==> config.mk <==
export PLATFORM = sky130hd
export DESIGN_NAME = deque_with_remove_by_value_core
export DESIGN_NICKNAME = d
export VERILOG_FILES = /design/src/rtl/dq_pkg.sv /design/src/rtl/dq_front.sv /design/src/rtl/dq_back.sv /design/src/rtl/deque_with_remove_by_value_core.sv
export SDC_FILE = /design/constraint.sdc
export NUM_CORES = 2
export LEC_CHECK = 0
export BUFFER_PORTS_ARGS = -buffer_cell sky130_fd_sc_hd__buf_2
export CAP_MARGIN = 30
export CORE_MARGIN = 2
export CORE_UTILIZATION = 60
export CTS_BUF_LIST = sky130_fd_sc_hd__clkbuf_8
export CTS_CLUSTER_DIAMETER = 30
export DETAILED_ROUTE_END_ITERATION = 12
export PLACE_DENSITY = 0.73
export RECOVER_POWER = 50
export SLEW_MARGIN = 20
export SYNTH_ARGS = -nofsm -noshare
export SYNTH_HDL_FRONTEND = slang
export SYNTH_SLANG_ARGS = --single-unit
==> constraint.sdc <==
create_clock -name clock -period 7.5 [get_ports clock]
set_input_delay 0.375 -clock clock [delete_from_list [all_inputs] [get_ports clock]]
set_output_delay 0.375 -clock clock [all_outputs]
set_load 0.02 [all_outputs]
==> src/rtl/dq_pkg.sv <==
`default_nettype none
// ----------------------------------------------------------------------------
// dq_pkg
// Shared types and constants for the deque with remove-by-value block.
// ----------------------------------------------------------------------------
package dq_pkg;

   // Field widths fixed by the item formats
   localparam int VAL_W       = 31;
   localparam int OP_W        = 3;
   localparam int STATUS_W    = 2;
   localparam int COUNT_W     = 7;
   localparam int DQ_CAPACITY = 64;

   // Opcodes of an input item
   localparam logic [OP_W-1:0] OP_PUSH_BACK  = 3'd0;
   localparam logic [OP_W-1:0] OP_PUSH_FRONT = 3'd1;
   localparam logic [OP_W-1:0] OP_POP_FRONT  = 3'd2;
   localparam logic [OP_W-1:0] OP_REMOVE     = 3'd3;
   localparam logic [OP_W-1:0] OP_SIZE       = 3'd4;
   localparam logic [OP_W-1:0] OP_DUMP       = 3'd5;

   // Result status codes
   localparam logic [STATUS_W-1:0] STAT_OK    = 2'd0;
   localparam logic [STATUS_W-1:0] STAT_ERR   = 2'd1;
   localparam logic [STATUS_W-1:0] STAT_FULL  = 2'd2;
   localparam logic [STATUS_W-1:0] STAT_EMPTY = 2'd3;

   typedef struct packed {
      logic [OP_W-1:0]  op;
      logic [VAL_W-1:0] value;
   } req_type;

   typedef struct packed {
      logic [STATUS_W-1:0] status;
      logic [VAL_W-1:0]    value_res;
      logic [COUNT_W-1:0]  count;
      logic                last;
   } rsp_type;

   // Classified command handed from front to back
   typedef enum logic [2:0] {
      CMD_PUSH_BACK,
      CMD_PUSH_FRONT,
      CMD_POP,
      CMD_REMOVE,
      CMD_SIZE,
      CMD_DUMP
   } cmd_kind_type;

   typedef struct packed {
      cmd_kind_type     kind;
      logic [VAL_W-1:0] value;
   } cmd_type;

   // Back-end sequencer states
   typedef enum logic [2:0] {
      S_IDLE,
      S_POP,
      S_SCAN,
      S_SHIFT,
      S_DUMP,
      S_RESP
   } back_state_type;

endpackage
`default_nettype wire

==> src/rtl/dq_front.sv <==
`default_nettype none
// ----------------------------------------------------------------------------
// dq_front
// Accepts request items, decodes the opcode and holds the commands in a
// two-entry queue for the back end.
// ----------------------------------------------------------------------------
module dq_front import dq_pkg::*; (
   input  wire logic    clock,
   input  wire logic    reset,
   input  wire logic    req_valid,
   output logic         req_stall,
   input  wire req_type req_data,
   output logic         cmd_valid,
   output cmd_type      cmd,
   input  wire logic    cmd_pop
);

   cmd_type    q_ff [2];
   logic       wr_ptr_ff, wr_ptr_in;
   logic       rd_ptr_ff, rd_ptr_in;
   logic [1:0] cnt_ff, cnt_in;
   logic       push;
   cmd_type    dec_cmd;

   // Opcode decode; unused codes act as size
   always_comb begin
      dec_cmd.value = req_data.value;
      case (req_data.op)
         OP_PUSH_BACK:  dec_cmd.kind = CMD_PUSH_BACK;
         OP_PUSH_FRONT: dec_cmd.kind = CMD_PUSH_FRONT;
         OP_POP_FRONT:  dec_cmd.kind = CMD_POP;
         OP_REMOVE:     dec_cmd.kind = CMD_REMOVE;
         OP_SIZE:       dec_cmd.kind = CMD_SIZE;
         OP_DUMP:       dec_cmd.kind = CMD_DUMP;
         default:       dec_cmd.kind = CMD_SIZE;
      endcase
   end

   assign req_stall = (cnt_ff == 2'd2);
   assign push      = req_valid && !req_stall;
   assign cmd_valid = (cnt_ff != 2'd0);
   assign cmd       = q_ff[rd_ptr_ff];

   // Queue pointers and fill count
   always_comb begin
      wr_ptr_in = push ? !wr_ptr_ff : wr_ptr_ff;
      rd_ptr_in = cmd_pop ? !rd_ptr_ff : rd_ptr_ff;
      cnt_in    = cnt_ff;
      if (push && !cmd_pop) begin
         cnt_in = cnt_ff + 2'd1;
      end else if (!push && cmd_pop) begin
         cnt_in = cnt_ff - 2'd1;
      end
   end

   always_ff @(posedge clock) begin
      if (reset) begin
         wr_ptr_ff <= 1'b0;
         rd_ptr_ff <= 1'b0;
         cnt_ff    <= 2'd0;
      end else begin
         wr_ptr_ff <= wr_ptr_in;
         rd_ptr_ff <= rd_ptr_in;
         cnt_ff    <= cnt_in;
      end
   end

   // Queue entries, payload only
   always_ff @(posedge clock) begin
      if (push) begin
         q_ff[wr_ptr_ff] <= dec_cmd;
      end
   end

endmodule
`default_nettype wire

==> src/rtl/dq_back.sv <==
`default_nettype none
// ----------------------------------------------------------------------------
// dq_back
// Executes commands on the circular entry store: pushes, pops, key search
// with shift-up, size and list dump. Results leave through an output register.
// ----------------------------------------------------------------------------
module dq_back import dq_pkg::*; #(
   parameter int CAPACITY = DQ_CAPACITY
) (
   input  wire logic    clock,
   input  wire logic    reset,
   input  wire logic    cmd_valid,
   input  wire cmd_type cmd,
   output logic         cmd_pop,
   output logic         rsp_valid,
   input  wire logic    rsp_stall,
   output rsp_type      rsp_data
);

   localparam int IDX_W = $clog2(CAPACITY);
   localparam int CNT_W = $clog2(CAPACITY + 1);
   localparam logic [IDX_W-1:0] LAST_SLOT = IDX_W'(CAPACITY - 1);
   localparam logic [CNT_W-1:0] CNT_FULL  = CNT_W'(CAPACITY);

   back_state_type      state_ff, state_in;
   logic [IDX_W-1:0]    front_ff, front_in;
   logic [CNT_W-1:0]    count_ff, count_in;
   logic [VAL_W-1:0]    key_ff, key_in;
   logic [CNT_W-1:0]    pos_ff, pos_in;
   logic [CNT_W-1:0]    tag_ff, tag_in;
   logic                rd_vld_ff, rd_vld_in;
   logic [STATUS_W-1:0] status_ff, status_in;
   logic                rsp_valid_ff, rsp_valid_in;
   rsp_type             rsp_data_ff, rsp_data_in;

   logic [VAL_W-1:0]    mem [CAPACITY];
   logic [VAL_W-1:0]    rdata_ff;
   logic                mem_we, mem_re;
   logic [IDX_W-1:0]    mem_waddr, mem_raddr;
   logic [VAL_W-1:0]    mem_wdata;

   logic                out_free;
   logic                tag_last;
   logic                emit;
   logic [STATUS_W-1:0] emit_status;
   logic [VAL_W-1:0]    emit_value;
   logic                emit_last;
   logic                dump_issue;
   logic [IDX_W-1:0]    front_dec, front_inc;

   // Store slot of a list position
   function automatic logic [IDX_W-1:0] slot_of(input logic [IDX_W-1:0] front,
                                                input logic [CNT_W-1:0] pos);
      logic [IDX_W:0] sum;
      sum = (IDX_W+1)'(front) + (IDX_W+1)'(pos);
      if (sum >= (IDX_W+1)'(CAPACITY)) begin
         sum = sum - (IDX_W+1)'(CAPACITY);
      end
      return sum[IDX_W-1:0];
   endfunction

   assign out_free  = !rsp_valid_ff || !rsp_stall;
   assign tag_last  = ((CNT_W+1)'(tag_ff) + (CNT_W+1)'(1)) == (CNT_W+1)'(count_ff);
   assign front_dec = (front_ff == '0) ? LAST_SLOT : front_ff - IDX_W'(1);
   assign front_inc = (front_ff == LAST_SLOT) ? '0 : front_ff + IDX_W'(1);

   // Sequencer
   always_comb begin
      state_in    = state_ff;
      front_in    = front_ff;
      count_in    = count_ff;
      key_in      = key_ff;
      pos_in      = pos_ff;
      tag_in      = tag_ff;
      rd_vld_in   = rd_vld_ff;
      status_in   = status_ff;
      cmd_pop     = 1'b0;
      mem_we      = 1'b0;
      mem_waddr   = slot_of(front_ff, CNT_W'(tag_ff - CNT_W'(1)));
      mem_wdata   = rdata_ff;
      mem_re      = 1'b0;
      mem_raddr   = slot_of(front_ff, pos_ff);
      emit        = 1'b0;
      emit_status = STAT_OK;
      emit_value  = '0;
      emit_last   = 1'b1;
      dump_issue  = 1'b0;

      case (state_ff)
         S_IDLE: begin
            if (cmd_valid && out_free) begin
               cmd_pop = 1'b1;
               case (cmd.kind)
                  CMD_PUSH_BACK: begin
                     emit = 1'b1;
                     if (count_ff == CNT_FULL) begin
                        emit_status = STAT_FULL;
                     end else begin
                        mem_we    = 1'b1;
                        mem_waddr = slot_of(front_ff, count_ff);
                        mem_wdata = cmd.value;
                        count_in  = count_ff + CNT_W'(1);
                     end
                  end
                  CMD_PUSH_FRONT: begin
                     emit = 1'b1;
                     if (count_ff == CNT_FULL) begin
                        emit_status = STAT_FULL;
                     end else begin
                        front_in  = front_dec;
                        mem_we    = 1'b1;
                        mem_waddr = front_dec;
                        mem_wdata = cmd.value;
                        count_in  = count_ff + CNT_W'(1);
                     end
                  end
                  CMD_POP: begin
                     if (count_ff == '0) begin
                        emit        = 1'b1;
                        emit_status = STAT_ERR;
                     end else begin
                        mem_re    = 1'b1;
                        mem_raddr = front_ff;
                        state_in  = S_POP;
                     end
                  end
                  CMD_REMOVE: begin
                     if (count_ff == '0) begin
                        emit        = 1'b1;
                        emit_status = STAT_ERR;
                     end else begin
                        key_in    = cmd.value;
                        pos_in    = '0;
                        rd_vld_in = 1'b0;
                        state_in  = S_SCAN;
                     end
                  end
                  CMD_DUMP: begin
                     if (count_ff == '0) begin
                        emit        = 1'b1;
                        emit_status = STAT_EMPTY;
                     end else begin
                        pos_in    = '0;
                        rd_vld_in = 1'b0;
                        state_in  = S_DUMP;
                     end
                  end
                  default: begin
                     emit = 1'b1;
                  end
               endcase
            end
         end

         // Front value is in the read register
         S_POP: begin
            if (out_free) begin
               emit       = 1'b1;
               emit_value = rdata_ff;
               front_in   = front_inc;
               count_in   = count_ff - CNT_W'(1);
               state_in   = S_IDLE;
            end
         end

         // Read one entry per cycle, compare the previous read with the key
         S_SCAN: begin
            if (rd_vld_ff && rdata_ff == key_ff) begin
               rd_vld_in = 1'b0;
               if (tag_last) begin
                  count_in  = count_ff - CNT_W'(1);
                  status_in = STAT_OK;
                  state_in  = S_RESP;
               end else begin
                  pos_in   = tag_ff + CNT_W'(1);
                  state_in = S_SHIFT;
               end
            end else if (rd_vld_ff && tag_last) begin
               rd_vld_in = 1'b0;
               status_in = STAT_ERR;
               state_in  = S_RESP;
            end else if (pos_ff < count_ff) begin
               mem_re    = 1'b1;
               tag_in    = pos_ff;
               rd_vld_in = 1'b1;
               pos_in    = pos_ff + CNT_W'(1);
            end else begin
               rd_vld_in = 1'b0;
            end
         end

         // Move each later entry up one place: read position p, write p-1
         S_SHIFT: begin
            if (rd_vld_ff) begin
               mem_we = 1'b1;
            end
            if (rd_vld_ff && tag_last) begin
               rd_vld_in = 1'b0;
               count_in  = count_ff - CNT_W'(1);
               status_in = STAT_OK;
               state_in  = S_RESP;
            end else if (pos_ff < count_ff) begin
               mem_re    = 1'b1;
               tag_in    = pos_ff;
               rd_vld_in = 1'b1;
               pos_in    = pos_ff + CNT_W'(1);
            end else begin
               rd_vld_in = 1'b0;
            end
         end

         // Stream entries front to back, one read ahead of the output
         S_DUMP: begin
            if (rd_vld_ff && out_free) begin
               emit       = 1'b1;
               emit_value = rdata_ff;
               emit_last  = tag_last;
               rd_vld_in  = 1'b0;
               if (tag_last) begin
                  state_in = S_IDLE;
               end
            end
            dump_issue = (pos_ff < count_ff) && (!rd_vld_ff || out_free);
            if (dump_issue) begin
               mem_re    = 1'b1;
               tag_in    = pos_ff;
               rd_vld_in = 1'b1;
               pos_in    = pos_ff + CNT_W'(1);
            end
         end

         S_RESP: begin
            if (out_free) begin
               emit        = 1'b1;
               emit_status = status_ff;
               state_in    = S_IDLE;
            end
         end

         default: begin
            state_in = S_IDLE;
         end
      endcase
   end

   // Output register
   always_comb begin
      rsp_valid_in = rsp_valid_ff;
      rsp_data_in  = rsp_data_ff;
      if (emit) begin
         rsp_valid_in          = 1'b1;
         rsp_data_in.status    = emit_status;
         rsp_data_in.value_res = emit_value;
         rsp_data_in.count     = COUNT_W'(count_in);
         rsp_data_in.last      = emit_last;
      end else if (!rsp_stall) begin
         rsp_valid_in = 1'b0;
      end
   end

   assign rsp_valid = rsp_valid_ff;
   assign rsp_data  = rsp_data_ff;

   // Control state
   always_ff @(posedge clock) begin
      if (reset) begin
         state_ff     <= S_IDLE;
         front_ff     <= '0;
         count_ff     <= '0;
         rd_vld_ff    <= 1'b0;
         rsp_valid_ff <= 1'b0;
      end else begin
         state_ff     <= state_in;
         front_ff     <= front_in;
         count_ff     <= count_in;
         rd_vld_ff    <= rd_vld_in;
         rsp_valid_ff <= rsp_valid_in;
      end
   end

   // Payload registers
   always_ff @(posedge clock) begin
      key_ff      <= key_in;
      pos_ff      <= pos_in;
      tag_ff      <= tag_in;
      status_ff   <= status_in;
      rsp_data_ff <= rsp_data_in;
   end

   // Entry store: one write and one registered read per cycle
   always_ff @(posedge clock) begin
      if (mem_we) begin
         mem[mem_waddr] <= mem_wdata;
      end
      if (mem_re) begin
         rdata_ff <= mem[mem_raddr];
      end
   end

endmodule
`default_nettype wire

==> src/rtl/deque_with_remove_by_value_core.sv <==
`default_nettype none
// ----------------------------------------------------------------------------
// deque_with_remove_by_value_core
// Bounded ordered list with push back/front, pop front, remove by key,
// size and dump.
// ----------------------------------------------------------------------------
// Request items (req_) carry an opcode and a value; result items (rsp_) carry
// status, value, entry count and a last mark. Both channels move an item on
// a clock edge with valid high and stall low.
// A front stage decodes requests into a two-entry command queue; the back
// stage owns the entry store (one write port, one registered read port).
// A push, size or error result passes through the command queue and the
// output register; a pop result also passes through the store read register.
// Push, size and error cases sustain one item per cycle unless rsp_ stalls.
// Remove by key reads entries from the front through the single store read
// port until the key matches, then moves each later entry up one place; a
// miss reads every entry.
// Dump streams count results, one per cycle unless rsp_ stalls.
// Reset empties the list at once; no clearing pass. A stall on rsp_
// holds the output register; the back stage then waits, and once the
// command queue fills, req_stall rises.
// ----------------------------------------------------------------------------
module deque_with_remove_by_value_core import dq_pkg::*; #(
   parameter int CAPACITY = DQ_CAPACITY
) (
   input  wire logic    clock,
   input  wire logic    reset,
   input  wire logic    req_valid,
   output logic         req_stall,
   input  wire req_type req_data,
   output logic         rsp_valid,
   input  wire logic    rsp_stall,
   output rsp_type      rsp_data
);

   logic    cmd_valid;
   cmd_type cmd;
   logic    cmd_pop;

   dq_front u_front (
      .clock     (clock),
      .reset     (reset),
      .req_valid (req_valid),
      .req_stall (req_stall),
      .req_data  (req_data),
      .cmd_valid (cmd_valid),
      .cmd       (cmd),
      .cmd_pop   (cmd_pop)
   );

   dq_back #(
      .CAPACITY (CAPACITY)
   ) u_back (
      .clock     (clock),
      .reset     (reset),
      .cmd_valid (cmd_valid),
      .cmd       (cmd),
      .cmd_pop   (cmd_pop),
      .rsp_valid (rsp_valid),
      .rsp_stall (rsp_stall),
      .rsp_data  (rsp_data)
   );

endmodule
`default_nettype wire

==> key figures <==
Power and ir drop
  • Internal Power: 0.0260 W
  • Sequential share of power: 37.5%
  • Switch Pwr: 0.0160 W
  • Peak VDD IR: 0.000421 V
  • Sw Ratio: 38.1%
  • PD cells: 417 nW/um2
  • Logic pwr share: 34.2%
  • Clock share of power: 28.3%
  • P_leak: 34.6 nW

Die
  • Core area: 146000 um2
  • Die Ht: 387 um
  • FP Rows: 140
  • Die Wd: 387 um
  • Initial Utilization: 60.4%
  • Die footprint: 150000 um2
  • # IOs: 81

Clocking
  • Clk_lat worst skew: 1.08 ns
  • Root buf cell: clkbuf_8
  • CTS Buf Count: 419
  • Clock transition at path regs: 0.06 ns
  • Max clock buf depth: 4
  • CTS tree: done
  • Htree depth: 5
  • Sink Count: 2193

Logic synthesis
  • Top post-synthesis cells by area: edfxtp_1, nand2_1, a32oi_1
  • Multiplexer share of the synthesized area: 2.26%
  • Area share of the largest cell type after synthesis: 74.0%
  • Post-synthesis async set-or-reset flop share: 0%
  • Avg Cell Area, Syn: 14.2 um2
  • Compound-Gate Fraction of Synth Area: 8.59%
  • EDFF count, synth: 2170
  • Seq/Total Area, Yosys: 74.5%
  • Largest area contributor in the netlist: edfxtp_1
  • Cells after synthesis: 6197
  • Post-synthesis net count: 6271
  • Synth Area in Adders: 0.537%
  • Largest family of logic cells by synthesized area: simple AND/OR/NAND/NOR gates
  • Synth Area in Simple Gates: 11.2%
  • Synth Area in XOR/XNOR: 0.648%
  • Synth unique cells: 89
  • Syn. warnings: 0
  • Register bit count reported by yosys: 2193
  • Prevailing post-synth register cell: edfxtp_1
  • Syn Std Cell Area: 88000 um2

Final layout
  • Final #Nets: 6633
  • Area grow syn2layout: 14.4%
  • Share of cells above drive strength 1: 14.1%
  • # fillers: 9479
  • Final instance area: 101000 um2
  • Most common cell after layout, fill and taps aside: edfxtp_1
  • Most frequent cells in the layout: edfxtp_1, nand2_1, clkbuf_8, and3_1, a21oi_1
  • Register Area: 65600 um2
  • Multi-input gate area: 21200 um2

Global routing
  • Largest net degree at the start of global routing: 132
  • Initial antenna violation count: 11
  • Vias in the first global route: 55500
  • GRT Residual Overflow: 0
  • First-pass GRT wire length: 362000 um
  • GRT Total Usage: 32.7%

Timing
  • Max Freq: 159 MHz
  • RSZ-0062 raised after global routing: false
  • Slew @ Worst Pin: 3.75 ns
  • Hold Fails Final Rpt: 0
  • Final period util: 83.7%
  • Final setup viols: 0
  • Setup TNS: 0 ns
  • Final worst setup slack: 1.23 ns
  • Tmin final: 6.27 ns
  • Max Slew Vio Count: 1198
  • Worst slew margin: -150%
  • Skew final: 0.0927 ns

Flow run
  • Max-cap violations: 21

Setup path
  • Critical path arrival: 6.52 ns
  • CP Max Fanout: 64
  • Crit end category: flop
  • Critical path class: flop to flop
  • Type of origin of the critical path: flop
  • CP required: 7.75 ns

Route
  • Met3 routed WL: 32700 um
  • Post-Route M1 WL: 92700 um
  • Antenna viol nets, final: 0
  • Avg WL per Cell: 28.3 um
  • Initial detailed-routing violation count: 7946
  • Top layer in use: met5
  • Via/cell ratio: 6.48
  • Met2 wire length: 112000 um
  • Vias: 57000
  • Drt pass-1 iters: 12
  • Number of remaining DRC errors: 0
  • Routed WL: 249000 um

Run status
  • Status: complete, but fails checks
  • Failing checks: capacitance limit, slew limit

Hold path
  • Hold Path Class: input port to flop

Place
  • DP HPWL: 142000 um
  • I/O Buffers: 80
  • Placed inst area: 91800 um2
  • Final GP Congestion: 0.927
  • Setup WS pre-CTS: 2.29 ns
==> kinds of logic (layout without fill, tap and decap cells) <==
family,Yosys count,after routing
compound gates,1000,1000
simple gates,2273,2273
xor+xnor,62,62
mux,193,193
buf+inv,440,1120
other cells,0,5
fa+ha+maj,36,36
flops,2193,2193
==> power by group through the flow <==
stage,Sequential [W],Combinational [W],Clock [W]
after detailed placement,0.0159,0.0139,0
after floorplan,0.0160,0.00812,0
after global routing,0.0158,0.0149,0.0125
final,0.0158,0.0144,0.0119
after global placement,0.0159,0.0136,0
after CTS,0.0157,0.0140,0.0120
==> through the flow <==
stage / total power, W / utilization, % / instances / hold slack (ns)
CTS: 0.0417 / 69.2 / 8789 / 0.000772
global route: 0.0433 / 69.1 / 8795 / 0.0406
detailed placement: 0.0298 / 63.0 / 7993 / 0.499
finish: 0.0420 / 69.1 / 8799 / 0.0692
floorplan: 0.0241 / - / 6197 / 0.447
global placement: 0.0295 / 62.7 / 7970 / 0.488
==> worst max-delay path, cell delays in order, from the launching register on <==
cell and delay, ns:
dfxtp_1 0.62, clkbuf_1 1.56, mux2_1 0.38, nand2_1 0.10, o21ai_4 0.08, clkbuf_1 2.62
==> synth_stat cells (33+ instances only) <==
cell and count:
a31oi_1 98, mux2i_1 157, nor2_1 118, nand3_1 158
edfxtp_1 2170, a21oi_1 250, a211oi_1 37, nand4_1 71
mux2_2 34, and3_1 255, nand2_1 1552, clkbuf_1 200
and2_1 37, a32oi_1 188, ha_1 33, a21o_1 41
a22oi_1 96, inv_1 45, buf_2 142, a311oi_1 64
xor2_1 35
==> what timing repair did <==
action / CTS / global route
hold buffers: 57 / 0
setup endpoints to repair: 0 / 0
endpoints found under the hold margin: 91 / 0
gates resized for setup: 0 / 0
setup buffers: 0 / 0
==> metal layers <==
metal,vias up,global-route usage [%]
li1,24400,-
met5,-,0
met3,526,8.21
met4,6,15.1
met2,4014,49.3
met1,28100,45.4
==> state kept, by name, indices dropped and copies added, names as in the netlist, 7 cells and up, named ones only <==
name / flops
u_back.rsp_data: 41
u_back.pos_ff: 7
u_back.key_ff: 31
u_back.rdata_ff: 31
u_back.mem: 1984
u_back.count_ff: 7
u_back.tag_ff: 7
u_front.q_ff: 68
==> layout make-up <==
cell class              count  area share (%)
diodes                      5          0.0124
clock buffers             426            5.82
clock inverters           313            2.61
inverters                  47           0.175
multi-input cells        3564            21.0
flip-flops and latches   2193            65.2
well taps                1917            2.38
repair buffers            334            2.83
==> path summary, 6_finish.rpt <==
kind | from | endpoint | slack (ns) | cells past startpoint
max reg2reg | flop | u_back.mem[6][7]$_DFFE_PP_ | 1.23 | 5
min | req_data[10] | u_front.q_ff[0][10]$_DFFE_PP_ | 0.07 | 2
min reg2reg | u_front.rd_ptr_ff$_SDFFE_PP0P_ | u_front.rd_ptr_ff$_SDFFE_PP0P_ | 0.51 | 2
max | flop | u_back.mem[6][7]$_DFFE_PP_ | 1.23 | 5
(Power assumes the default switching activity.)
